`src/skf_pkg.sv`:
```
package skf_pkg;

  // Default fraction width of the internal variance, gain and estimate formats.
  localparam int FRAC_BITS_DEF = 16;

  // Configuration port geometry.
  localparam int CFG_DATA_W = 20;
  localparam int CFG_IDX_W  = 2;

  // Register indexes on the configuration port.
  typedef enum logic [CFG_IDX_W-1:0] {
    CFG_MEAS_NOISE = 2'd0,
    CFG_PROC_NOISE = 2'd1,
    CFG_INIT_EST   = 2'd2,
    CFG_INIT_EV    = 2'd3
  } cfg_idx_t;

  // Register values after reset.
  localparam logic [19:0] MEAS_NOISE_RST = 20'd32768;
  localparam logic [19:0] PROC_NOISE_RST = 20'd655;
  localparam logic [15:0] INIT_EST_RST   = 16'd2509;
  localparam logic [19:0] INIT_EV_RST    = 20'd65536;

  // Sequencer strobes that drive the divider and the multiply lanes.
  typedef struct packed {
    logic start;     // load operands, clear accumulators
    logic div_step;  // produce one quotient bit
    logic mac_step;  // fold the previous quotient bit into the products
  } skf_ctl_t;

  // Rescale a Q4.16 register value to Q4.f.
  function automatic logic [43:0] var_scale(input logic [19:0] v, input int f);
    logic [43:0] r;
    if (f >= 16) begin
      r = 44'(v) << (f - 16);
    end else begin
      r = 44'(v) >> (16 - f);
    end
    return r;
  endfunction

  // Rescale a Q1.f gain to Q1.16.
  function automatic logic [16:0] gain_scale(input logic [24:0] k, input int f);
    logic [40:0] r;
    if (f >= 16) begin
      r = 41'(k) >> (f - 16);
    end else begin
      r = 41'(k) << (16 - f);
    end
    return r[16:0];
  endfunction

endpackage

```
`src/skf_div.sv`:
```
// Restoring divider that yields one quotient bit per step, most significant
// bit first. The quotient is floor(p1 * 2^F / den), which never exceeds 2^F.
module skf_div #(
  parameter int VW = 20
) (
  input  logic             clk,
  input  skf_pkg::skf_ctl_t ctl,
  input  logic [VW-1:0]    p1,
  input  logic [VW-1:0]    meas_var,
  output logic             qbit
);
  import skf_pkg::*;

  logic [VW:0]   rem;
  logic [VW:0]   den;
  logic          first;
  logic [VW+1:0] trial;
  logic          ge;

  // The first step compares the plain remainder, later steps the doubled one.
  always_comb begin
    trial = first ? {1'b0, rem} : {rem, 1'b0};
    ge    = trial >= {1'b0, den};
  end

  // Remainder register; a zero divisor forces every quotient bit to zero.
  always_ff @(posedge clk) begin
    if (ctl.start) begin
      rem   <= {1'b0, p1};
      den   <= {1'b0, p1} + {1'b0, meas_var};
      first <= 1'b1;
      qbit  <= 1'b0;
    end else if (ctl.div_step) begin
      rem   <= ge ? (VW+1)'(trial - {1'b0, den}) : (VW+1)'(trial);
      first <= 1'b0;
      qbit  <= ge && (den != '0);
    end
  end

endmodule

```
`src/skf_mac.sv`:
```
// Two shift-and-add lanes fed by the quotient bits, most significant first.
// One lane forms K * diff, the other K * P1; the gain itself is collected too.
module skf_mac #(
  parameter int EW = 24,
  parameter int VW = 20,
  parameter int KW = 17
) (
  input  logic                        clk,
  input  skf_pkg::skf_ctl_t           ctl,
  input  logic                        qbit,
  input  logic signed [EW:0]          diff,
  input  logic [VW-1:0]               p1,
  output logic signed [EW+KW:0]       acc_e,
  output logic [VW+KW-1:0]            acc_v,
  output logic [KW-1:0]               gain_k
);
  import skf_pkg::*;

  localparam int AE = EW + KW + 1;
  localparam int AV = VW + KW;

  logic signed [EW:0] diff_q;
  logic [VW-1:0]      p1_q;

  // Operands are held for the whole run; accumulators double and add each step.
  always_ff @(posedge clk) begin
    if (ctl.start) begin
      diff_q <= diff;
      p1_q   <= p1;
      acc_e  <= '0;
      acc_v  <= '0;
      gain_k <= '0;
    end else if (ctl.mac_step) begin
      acc_e  <= (acc_e <<< 1) + (qbit ? AE'(diff_q) : AE'(0));
      acc_v  <= (acc_v << 1) + (qbit ? AV'(p1_q) : AV'(0));
      gain_k <= {gain_k[KW-2:0], qbit};
    end
  end

endmodule

```
`src/scalar_kalman_filter.sv`:
```
// Channel    Direction  Width  Contents
// s_axis     in         16+1   tdata: sample; tuser: restart
// m_axis     out        40     tdata: filtered, gain
// cfg        in         2+20   cfg_index selects the register, cfg_wdata is the value
//
// An item passes the prepare, start, run, finish and done states after its
// acceptance before its result is registered. In the run state the divider makes
// one gain bit per cycle, and the multiply lanes fold each bit in the cycle after.
// A new item is accepted while a result still waits in the output register;
// the engine holds its last step until that register is free.
// Reset is synchronous and restores the registers, the estimate and the variance.
module scalar_kalman_filter #(
  parameter int FRAC_BITS = skf_pkg::FRAC_BITS_DEF
) (
  input  logic                            clk,
  input  logic                            rst,
  input  logic                            s_axis_tvalid,
  output logic                            s_axis_tready,
  input  logic [15:0]                     s_axis_tdata,  // [15:0] sample
  input  logic                            s_axis_tuser,  // [0] restart
  output logic                            m_axis_tvalid,
  input  logic                            m_axis_tready,
  output logic [39:0]                     m_axis_tdata,  // [15:0] filtered, [32:16] gain
  input  logic                            cfg_we,
  input  logic [skf_pkg::CFG_IDX_W-1:0]   cfg_index,
  input  logic [skf_pkg::CFG_DATA_W-1:0]  cfg_wdata
);
  import skf_pkg::*;

  localparam int VW = 4 + FRAC_BITS;
  localparam int EW = 8 + FRAC_BITS;
  localparam int KW = FRAC_BITS + 1;
  localparam int AE = EW + KW + 1;
  localparam int AV = VW + KW;
  localparam int CW = $clog2(KW + 1);

  localparam longint EST_RST_L = (longint'(98) << FRAC_BITS) / 10;
  localparam logic [EW-1:0] EST_RST = EW'(EST_RST_L);
  localparam logic [VW-1:0] EV_RST = VW'(longint'(1) << FRAC_BITS);
  localparam logic [VW-1:0] VAR_MAX = {VW{1'b1}};
  localparam logic signed [EW-1:0] EST_MAX = {1'b0, {(EW-1){1'b1}}};
  localparam logic signed [EW-1:0] EST_MIN = {1'b1, {(EW-1){1'b0}}};
  localparam logic [AV-1:0] CEIL_ADD = AV'((longint'(1) << FRAC_BITS) - 1);

  typedef enum logic [2:0] {
    S_IDLE,
    S_PREP,
    S_START,
    S_RUN,
    S_FIN,
    S_DONE
  } state_t;

  state_t state;

  // Configuration registers.
  logic [19:0] meas_noise;
  logic [19:0] proc_noise;
  logic [15:0] init_est;
  logic [19:0] init_ev;

  always_ff @(posedge clk) begin
    if (rst) begin
      meas_noise <= MEAS_NOISE_RST;
      proc_noise <= PROC_NOISE_RST;
      init_est   <= INIT_EST_RST;
      init_ev    <= INIT_EV_RST;
    end else if (cfg_we) begin
      unique case (cfg_idx_t'(cfg_index))
        CFG_MEAS_NOISE: meas_noise <= cfg_wdata;
        CFG_PROC_NOISE: proc_noise <= cfg_wdata;
        CFG_INIT_EST:   init_est   <= cfg_wdata[15:0];
        CFG_INIT_EV:    init_ev    <= cfg_wdata;
        default: ;
      endcase
    end
  end

  // Register values brought to the internal formats.
  logic [VW-1:0]        r_var;
  logic [VW-1:0]        q_var;
  logic [VW-1:0]        ev_init;
  logic signed [EW-1:0] est_init;

  assign r_var    = VW'(var_scale(meas_noise, FRAC_BITS));
  assign q_var    = VW'(var_scale(proc_noise, FRAC_BITS));
  assign ev_init  = VW'(var_scale(init_ev, FRAC_BITS));
  assign est_init = EW'(signed'(init_est)) <<< (FRAC_BITS - 8);

  // Item and filter state.
  logic signed [15:0]   sample;
  logic                 restart;
  logic signed [EW-1:0] est;
  logic [VW-1:0]        ev;
  logic [VW-1:0]        p1;
  logic [VW-1:0]        kp_ceil;
  logic [CW-1:0]        cnt;

  // Prediction: pick the starting point, add the process noise, form the innovation.
  logic [VW-1:0]        ev_src;
  logic [VW:0]          p1_sum;
  logic signed [EW:0]   diff;
  logic signed [EW-1:0] z;

  assign ev_src = restart ? ev_init : ev;
  assign p1_sum = {1'b0, ev_src} + {1'b0, q_var};
  assign z      = EW'(sample) <<< (FRAC_BITS - 8);
  assign diff   = (EW+1)'(z) - (EW+1)'(est);

  // Update: add the scaled innovation, then clamp.
  logic signed [AE-1:0] acc_e;
  logic [AV-1:0]        acc_v;
  logic [KW-1:0]        gain_k;
  logic signed [AE:0]   est_sum;
  logic signed [EW-1:0] est_clamped;

  assign est_sum = (AE+1)'(est) + (AE+1)'(acc_e >>> FRAC_BITS);

  always_comb begin
    if (est_sum > (AE+1)'(EST_MAX)) begin
      est_clamped = EST_MAX;
    end else if (est_sum < (AE+1)'(EST_MIN)) begin
      est_clamped = EST_MIN;
    end else begin
      est_clamped = EW'(est_sum);
    end
  end

  // Strobes for the divider and the multiply lanes.
  skf_ctl_t ctl;
  logic     qbit;

  always_comb begin
    ctl.start    = (state == S_START);
    ctl.div_step = (state == S_RUN) && (cnt < CW'(KW));
    ctl.mac_step = (state == S_RUN) && (cnt != '0);
  end

  skf_div #(
    .VW (VW)
  ) u_div (
    .clk      (clk),
    .ctl      (ctl),
    .p1       (p1),
    .meas_var (r_var),
    .qbit     (qbit)
  );

  skf_mac #(
    .EW (EW),
    .VW (VW),
    .KW (KW)
  ) u_mac (
    .clk    (clk),
    .ctl    (ctl),
    .qbit   (qbit),
    .diff   (diff),
    .p1     (p1),
    .acc_e  (acc_e),
    .acc_v  (acc_v),
    .gain_k (gain_k)
  );

  assign s_axis_tready = (state == S_IDLE);

  logic out_free;
  assign out_free = !m_axis_tvalid || m_axis_tready;

  // Sequencer, filter state and output register.
  always_ff @(posedge clk) begin
    if (rst) begin
      state         <= S_IDLE;
      est           <= EST_RST;
      ev            <= EV_RST;
      cnt           <= '0;
      m_axis_tvalid <= 1'b0;
    end else begin
      // A taken result leaves unless the engine refills the register now.
      if (m_axis_tvalid && m_axis_tready && (state != S_DONE)) begin
        m_axis_tvalid <= 1'b0;
      end
      unique case (state)
        S_IDLE: begin
          if (s_axis_tvalid) begin
            sample  <= s_axis_tdata;
            restart <= s_axis_tuser;
            state   <= S_PREP;
          end
        end
        S_PREP: begin
          if (restart) begin
            est <= est_init;
          end
          p1    <= p1_sum[VW] ? VAR_MAX : p1_sum[VW-1:0];
          state <= S_START;
        end
        S_START: begin
          cnt   <= '0;
          state <= S_RUN;
        end
        S_RUN: begin
          cnt <= cnt + 1'b1;
          if (cnt == CW'(KW)) begin
            state <= S_FIN;
          end
        end
        S_FIN: begin
          est     <= est_clamped;
          kp_ceil <= VW'((acc_v + CEIL_ADD) >> FRAC_BITS);
          state   <= S_DONE;
        end
        S_DONE: begin
          if (out_free) begin
            ev            <= p1 - kp_ceil;
            m_axis_tdata  <= {7'd0, gain_scale(25'(gain_k), FRAC_BITS),
                              est[EW-1:FRAC_BITS-8]};
            m_axis_tvalid <= 1'b1;
            state         <= S_IDLE;
          end
        end
        default: state <= S_IDLE;
      endcase
    end
  end

endmodule

```
`config.mk`:
```
export PLATFORM = sky130hd
export DESIGN_NAME = scalar_kalman_filter
export DESIGN_NICKNAME = d
export VERILOG_FILES = /design/src/skf_pkg.sv /design/src/skf_div.sv /design/src/skf_mac.sv /design/src/scalar_kalman_filter.sv
export SDC_FILE = /design/constraint.sdc
export NUM_CORES = 1
export LEC_CHECK = 0
export BUFFER_PORTS_ARGS = -buffer_cell sky130_fd_sc_hd__buf_2
export CAP_MARGIN = 10
export CORE_ASPECT_RATIO = 0.75
export CORE_MARGIN = 5
export CORE_UTILIZATION = 45
export CTS_CLUSTER_SIZE = 25
export DETAILED_ROUTE_END_ITERATION = 10
export PLACE_DENSITY_LB_ADDON = 0.08
export SETUP_SLACK_MARGIN = 0.05
export SLEW_MARGIN = 10
export SYNTH_ARGS = -nofsm -noshare
export SYNTH_HDL_FRONTEND = slang
export SYNTH_SLANG_ARGS = --single-unit
```
`constraint.sdc`:
```
create_clock -name clk -period 5.05 [get_ports clk]
set_input_delay 0.505 -clock clk [delete_from_list [all_inputs] [get_ports clk]]
set_output_delay 0.505 -clock clk [all_outputs]
set_load 0.01 [all_outputs]
```
**Word level (Yosys, flattened, before mapping)**

Index checks and enable logic that the tools add are counted.

- Register bits after elaboration: 403
- Bits of input ports: 44
- Output and inout bits: 42
- Logic and storage cells: 97

- $add $sub $neg: 10
- $lt $le $gt $ge: 4
- Equality and inequality tests: 14
- Muxes and demuxes: 19
- Bitwise operators: 1
- Reductions and logical operators: 25

Operator list:

| kind | count |
|---|---|
| $mux 20 | 4 |
| $mux 24 | 3 |
| $pmux 24 s2 | 1 |
| $add 20x20->21 | 2 |
| $add 42x42->42 | 1 |
| $mux 42 | 1 |
| $add 36x16->36 const B | 1 |
| $add 36x20->36 | 1 |
| $add 24x26->27 | 1 |
| $gt 27x24->1 const B | 1 |
| $lt 27x24->1 const B | 1 |
| $sub 24x24->25 | 1 |
| $ge 22x21->1 | 1 |
| $mux 22 | 1 |
| $mux 21 | 1 |
| $reduce_bool 21->1 | 1 |
| $sub 21x21->21 | 1 |
| $sub 20x20->20 | 1 |
| $pmux 3 s6 | 1 |
| $reduce_and 2->1 | 8 |
| $pmux 5 s2 | 1 |
| $mux 3 | 3 |
| $reduce_and 3->1 | 3 |
| $eq 3x2->1 const B | 2 |
| other kinds (19) | 31 |

**Depth between registers and ports, before layout**

Gate-level depths: netlist (run 1).

- Word-level depth: 5
- Depth in mapped cells: 17

**Cells and area by module**

A second synthesis (run 1) with hierarchy kept.

- Cells, all modules: 2723
- Area, all modules: 24976.5 µm²

By module, submodules not included:

| module | times used | cells an instance | area an instance (µm²) | sequential area each (µm²) |
|---|---|---|---|---|
| scalar_kalman_filter | 1 | 1365 | 12358.1 | 5285.1 |
| skf_mac | 1 | 923 | 8464.4 | 3273.1 |
| skf_div | 1 | 435 | 4154.0 | 1291.2 |

**Worst setup path after synthesis (run 1)**

OpenSTA, ideal clock, no wires.

- Path kind: register -> register
- Start: reg u_div.first
- End: reg u_div.rem[1] (data pin)
- Arrival: 3396 ps
- Path slack: 1387 ps
- Cell stages (with the launch flop): 17
- Buffers on the path: 4
- Cells stage by stage: dfxtp_1 -> clkbuf_1 -> clkbuf_1 -> mux2_2 -> ha_1 -> a21o_1 -> a21o_1 -> a21oi_2 -> o21ai_0 -> a2111oi_0 -> a31oi_1 -> nand2b_1 -> clkbuf_1 -> buf_4 -> mux2i_1 -> nor2_1 -> a21oi_1

- Cells in the longest elaborated chain, start to end: 5

RTL lines:

| item | RTL line | text |
|---|---|---|
| start, declared | skf_div.sv:16 | `logic first;` |
| start signal, assigned | skf_div.sv:31 | `first <= 1'b1;` |
| start signal, assigned | skf_div.sv:35 | `first <= 1'b0;` |
| $mux 22 * | skf_div.sv:22 | `trial = first ? {1'b0, rem} : {rem, 1'b0};` |
| $sub 21x21->21 or $ge 22x21->1 (tied branches) | skf_div.sv:34, skf_div.sv:23 |  |
| $mux 21 * | skf_div.sv:34 | `rem <= ge ? (VW+1)'(trial - {1'b0, den}) : (VW+1)'(trial);` |
| $mux 20 * | skf_div.sv:33 | `end else if (ctl.div_step) begin` |
| $mux 20 * | skf_div.sv:28 | `if (ctl.start) begin` |
| end signal, assigned | skf_div.sv:29 | `rem <= {1'b0, p1};` |
| end signal, assigned | skf_div.sv:34 |  |
| end, declared | skf_div.sv:14 | `logic [VW:0] rem;` |

Every way passes the cells marked *; elsewhere a longest branch is shown, timed or not. The select of a mux whose other input is x is not followed.
A chain may end at the register's enable or synchronous reset.

**Final worst setup path (run 1)**

- Start: reg restart
- End: reg p1[2] (data pin)

- Cells in the longest elaborated chain, start to end: 2

RTL lines:

| item | RTL line | text |
|---|---|---|
| start, declared | scalar_kalman_filter.sv:92 | `logic restart;` |
| start signal, assigned | scalar_kalman_filter.sv:186 | `restart <= s_axis_tuser;` |
| $mux 20 | scalar_kalman_filter.sv:105 | `assign ev_src = restart ? ev_init : ev;` |
| $add 20x20->21 | scalar_kalman_filter.sv:106 | `assign p1_sum = {1'b0, ev_src} + {1'b0, q_var};` |
| end signal, assigned | scalar_kalman_filter.sv:194 | `p1 <= p1_sum[VW] ? VAR_MAX : p1_sum[VW-1:0];` |
| end, declared | scalar_kalman_filter.sv:95 | `logic [VW-1:0] p1;` |

No other way between the ends.

==> results of run 1 <==
[routing by layer]
layer,wire length [microns],GRT usage (%),vias up
met2,26600,31.3,538
met5,9,0,-
met3,4860,4.11,71
met1,35400,36.0,9294
met4,930,3.92,2
li1,-,-,9823
[how the worst max path moves through the flow]
stage	from	endpoint	slack, ps
finish	restart	p1[2]	910
global route	restart	p1[2]	400
CTS	restart	p1[2]	920
detailed placement	restart	p1[2]	930
global placement	restart	p1[2]	960
floorplan	u_div.first	u_div.rem[1]	1390
[critical path: stages (launching register included)]
cell,delay [ps]
edfxtp_1,330
buf_4,270
mux2_2,370
ha_1,190
inv_1,70
fa_1,170
nor2b_1,60
o21a_1,180
o21ai_0,290
a211oi_1,170
o31ai_1,340
a21oi_1,170
nand4_1,120
nand3_1,120
a31oi_2,710
o21ai_0,250
[final cells by class]
cell class / instances / area (sq um) / share of cell area (%)
inverter: 114 / 430 / 1.61
clock inverter: 20 / 264 / 0.989
sequential: 403 / 9830 / 36.8
timing repair buffer: 100 / 558 / 2.09
clock buffer: 61 / 1220 / 4.56
tap: 712 / 891 / 3.34
multi-input combinational: 2108 / 13500 / 50.6
[power groups by stage]
stage / logic (uW) / registers, uW / clock network, uW
2_1_floorplan: 1500 / 3750 / 0
3_3_place_gp: 1850 / 3830 / 0
3_5_place_dp: 1870 / 3830 / 0
4_1_cts: 1890 / 3760 / 3430
5_1_grt: 2130 / 3780 / 3560
6_report: 1900 / 3760 / 3350
[synthesized netlist by cell type, drive strengths merged, types with 7 or more instances]
cell type    n
nand2      426
a21oi      332
dfxtp      227
ha         185
edfxtp     176
o21ai      146
nor2       140
inv        113
clkbuf      94
xnor2       94
nand3       83
xor2        78
and2        59
a21o        57
nor3        54
mux2        38
a211oi      31
nand2b      31
nor2b       28
buf         26
nand4       26
o21a        23
and3        21
mux2i       19
or3         19
or2         18
nor4        17
nand3b      16
o211ai      15
a31oi       13
o21bai      13
a21boi      12
a2111oi      7
fa           7
o2111ai      7
o31ai        7
[kinds of logic after synthesis]
group,after synthesis,synth area share [%]
DFF,403,40.6
AOI/OAI and AO/OA,724,18.2
and+or+nand+nor,956,18.4
muxes,57,2.55
other,1,0.0155
xor gates and xnor gates,172,6.22
adders and majority gates,192,10.1
buffers and inverters,234,3.88
[through the flow]
stage               setup slack [ps]  hold slack [ps]  utilization, %  cell area, sq um
floorplan                       1390              408               -             24200
global placement                 962              424            47.4             25200
detailed placement               934              431            47.4             25200
CTS                              921             62.5            50.2             26700
global route                     403             69.2            50.2             26700
finish                           911             92.3            50.2             26700
[sequential cells by signal, summed over array words and instances (netlist names), 3 cells and up]
name	count
meas_noise	20
proc_noise	20
u_div.den	21
cnt	5
ev_init	20
u_mac.diff_q	25
u_mac.gain_k	17
u_mac.acc_e	42
init_est	16
u_mac.acc_v	36
est	24
ev	20
u_mac.p1_q	20
u_div.rem	21
kp_ceil	20
m_axis_tdata	33
sample	16
state	3
p1	20
==> run metrics, run 1 <==
Critical Path RT around 5300 ps; Critical R2R Capture p1[2]; final-report hold violation count 0; # H-tree levels 2; initial antenna violation count 2; TritonRoute pass-1 iters 5; vias per cell roughly 5.6; TritonCTS clock tree built; P_leak 0.0109 uW; max-slew violation count 0; most common cell after layout, fill and taps aside nand2_1; DRC violations left 0; Clock Latency Late Sink 590 ps; Root Driver clkbuf_16; grt total ovfl 0; final setup TNS 0 ps; via count 19700; Yosys top cell by area edfxtp_1; Seq/Total Area, Yosys approximately 40%; clock power share a little under two fifths; Post-CTS Setup Bufs 0; Top FF cell, synth dfxtp_1; iteration-0 DRC count of the detailed router about 1500; combinational power share roughly a fifth; Mapped Cells 2739; GP Congestion between 0.9 and 1; sequential share of power between 40% and 50%; Final nets around 3000; total power 9010 uW; Final Cycle Share slightly above 80%; Clock Tree Buf Depth 3; synth warn 0; Worst R2R Path Depth 15; DRT Wirelength slightly below 70000 microns; Core ar. ~53000 sq um; Startpoint Class flop; Net Sw Frac about 29%; port bufs 78; Net Sw Power ~2600 uW; antenna cells 0; dpl hpwl 50300 microns; most frequent cells in the layout nand2_1 (424), a21oi_1 (331), dfxtp_1 (227), ha_1 (185), edfxtp_1 (176); RSZ-0062 raised after global routing false; worst reg2reg path startpoint restart; worst slew pin tran approximately 1200 ps; status finished, final reports clean; CTS sink count slightly above 400; internal power ~6400 uW; post-synth top area share between 20% and 30%; clk slew on worst S/H paths 60 ps; Layout area overhead 10.2%; r2r setup slk 910 ps; DR WL/cell between 15 and 20 microns; Starting Density 45.6%; # fillers between 5000 and 6000; Clock Skew between 20 and 25 ps; Avg Cell Area, Syn 8.84 sq um; fmax between 0.2 and 0.25 GHz; post-CTS sizing 0; synthesized flop and latch total 403; worst hold path depth 1; relative slew slack between 20% and 30%; Min-Delay Path Class input port to flop; power density cells around 340 nW/um^2; Cell Area, Synth roughly 24000 sq um; Worst EP arrival between 4000 and 5000 ps; total CTS buffers 44; Async SR Flop Fraction 0%; hold_buf cts 0; I/O pin total between 80 and 90; layout cells sized above 1 under 10%; Final Instance Count excl. Fillers 3518; first-pass GRT wire length between 100000 and 150000 microns; number of synthesized flops with an enable pin ~180; Antenna Nets Post-Route 0; area of the die 58600 sq um; Min-Delay Endpoint sample[6]; CP Capture Type flop; largest net degree at the start of global routing slightly below 70; number of global-route vias before repair about 18000; post-layout minimum cycle time around 4100 ps; die height 211 microns; Max IR drop VDD between 0.0002 and 0.00025 V; max-cap violation count 0; beginning of the worst hold path s_axis_tdata[6]; worst setup path category flop to flop; DIE WIDTH roughly 280 microns; All-Layer GR Usage 22.4%; total placed cells including tap cells between 3000 and 4000; number of different library cells in the post-synthesis netlist 84; placement row count between 70 and 80; Setup violations, final 0; Critical Path Fanout Max 21; Area contributors post-synth edfxtp_1 (22%), dfxtp_1 (19%), ha_1 (9.6%)
Power figures use the tool's default switching activity.
==> inputs of run 2 (changes only) <==
==> constraint.sdc (replaced) <==
create_clock -name clk -period 3.9 [get_ports clk]
set_input_delay 0.39 -clock clk [delete_from_list [all_inputs] [get_ports clk]]
set_output_delay 0.39 -clock clk [all_outputs]
set_load 0.01 [all_outputs]
==> run 2 against run 1 <==
Compared with the run above:
- wire length increased by 1.9%
- highest routed layer is now met4
- final area increased by 1.9%
- worst setup slack got worse by 610 ps
- critical endpoint is now u_mac.acc_e[40]
- sequential power increased by 30%
==> run metrics, run 2 (synthesized netlist as in run 1, its figures left out) <==
total CTS buffers 45 (+2.3%); Clock Tree Buf Depth 3 (unchanged); # H-tree levels 2 (unchanged); clk slew on worst S/H paths 60 ps (about the same); DIE WIDTH 278 microns (unchanged); placement row count 73 (unchanged); worst setup path category flop to flop; max-slew violation count 0 (unchanged); Core ar. 53200 sq um (unchanged); max-cap violation count 0 (unchanged); Min Hold Slack 89.7 ps (-2.56 ps); I/O pin total 86 (unchanged); Critical Path RT 4350 ps (-980 ps); GP Congestion 0.922 (+1.9%); layout cells sized above 1 9.66% (+0.86 points); largest net degree at the start of global routing 139 (+100%); wl on met1 35900 microns (+1.4%); DRC violations left 0 (unchanged); dpl hpwl 51100 microns (+1.7%); fmax 0.278 GHz (+15%); All-Layer GR Usage 22.9% (+0.55 points); relative slew slack 23.7% (+1.9 points); TritonRoute pass-1 iters 5 (unchanged); Largest regs u_mac.acc_e (42), u_mac.acc_v (36), m_axis_tdata (33); die height 211 microns (unchanged); initial antenna violation count 0 (-2); Critical Path Fanout Max 21 (unchanged); Worst EP arrival 4050 ps (-360 ps); CP delay by family, top compound AO/OA/AOI/OAI gates; Clock Latency Late Sink 590 ps (about the same); Post-CTS Setup Bufs 0 (unchanged); r2r setup slk 300 ps (-610 ps); Final Cycle Share 92.3% (+10 points); Antenna Nets Post-Route 0 (unchanged); final worst-path setup slack 299 ps (-612 ps); via count 19900 (+1.1%); Root Driver clkbuf_16; CP Capture Type flop; Max IR drop VDD 0.000356 V (+52%); most frequent cells in the layout nand2_1 (424), a21oi_1 (331), dfxtp_1 (226), ha_1 (185), edfxtp_1 (176); first-pass GRT wire length 108000 microns (+2.4%); P_leak 0.0111 uW (+2.2%); iteration-0 DRC count of the detailed router 1577 (+8.5%); Min-Delay Path Class input port to flop; Clock Skew 31.8 ps (+9.86 ps); top layer in use met4; CP Buf/Inv Count 1 (-1); port bufs 78 (unchanged); Crit-path slowest cell a2111oi_2; Startpoint Class flop; Worst path max stage delay 490 ps (-220 ps); DR WL/cell 19.5 microns (+1.0%); vias per cell 5.62 (+0.18%); Setup violations, final 0 (unchanged); most common cell after layout, fill and taps aside nand2_1; Reg with most FFs u_mac.acc_e; power density cells 444 nW/um^2 (+32%); post-layout minimum cycle time 3600 ps (-538 ps); Starting Density 45.6% (unchanged); Final nets 3037 (+1.0%); dpl ws 41.6 ps (-893 ps); max reg flops 42 (unchanged); number of global-route vias before repair 18600 (+1.5%); crit path cell chain buf_4 -> and2_1 -> ha_1 -> a21oi_1 -> o21ai_0 -> o41a_1 -> a2111oi_2 -> nor4bb_2 -> o2111ai_1 -> a21boi_1 -> a221oi_2 -> xor2_1 -> o21ai_1; final setup TNS 0 ps (unchanged); status finished, final reports clean; grt total ovfl 0 (unchanged); final-report hold violation count 0 (unchanged); worst slew pin tran 1140 ps (-17.3 ps); RSZ-0062 raised after global routing true; CTS sink count 403 (unchanged); DRT Wirelength 69100 microns (+1.9%); TritonCTS clock tree built; met2 wire length 27000 microns (+1.3%); area of the die 58600 sq um (unchanged); WL met3 4950 microns (+1.9%); Layout area overhead 12.2%
[run 2: final cells by class]
class | instances | area (sq um)
Sequential cell | 403 | 9830
Antenna cell | 1 | 2.50
Timing Repair Buffer | 129 | 856
Inverter | 114 | 430
Clock inverter | 19 | 319
Clock buffer | 64 | 1300
Fill cell | 4972 | 26000
Tap cell | 712 | 891
Multi-Input combinational cell | 2108 | 13600
[run 2: per-stage QoR]
step           power, uW  area (sq um)  utilization, %  instances
5_1_grt            12600         27200            51.1       3549
3_5_place_dp        7430         25300            47.7       3449
2_1_floorplan       6800         24200               -       2745
6_report           12100         27200            51.1       3550
3_3_place_gp        7390         25300            47.7       3449
4_1_cts            12100         27100            51.0       3549
[run 2: final timing paths]
path | cells past startpoint | start | endpoint
worst max-delay path | 13 | u_div.qbit | u_mac.acc_e[40]
worst min-delay path | 3 | cfg_wdata[7] | proc_noise[7]
worst max register to register | 13 | u_div.qbit | u_mac.acc_e[40]
worst min register to register | 2 | ev_init[17] | ev_init[17]
[run 2: worst register-to-register path, cell delays in order, from the launching register on]
cell and delay [ps]:
dfxtp_1 420, buf_4 260, and2_1 160, ha_1 280, a21oi_1 170, o21ai_0 140, o41a_1 390, a2111oi_2 490
nor4bb_2 160, o2111ai_1 290, a21boi_1 160, a221oi_2 320, xor2_1 190, o21ai_1 70
[run 2: timing repair]
action	CTS	global route
setup endpoints to repair	1	48
resized for setup	1	13
hold buffers	17	0
endpoints found under the hold margin	17	0
gates cloned	0	0
pin swaps	0	2
[run 2: metal layers]
layer / track usage (%) / vias up
met2: 32.0 / 559
li1: - / 9902
met5: 0 / -
met4: 4.67 / 0
met1: 36.7 / 9393
met3: 4.29 / 89
[run 2: power breakdown]
part / total [uW] / switching [uW] / internal (uW)
sequential: 4880 / 191 / 4690
combinational: 2530 / 1470 / 1060
clock: 4670 / 1810 / 2860
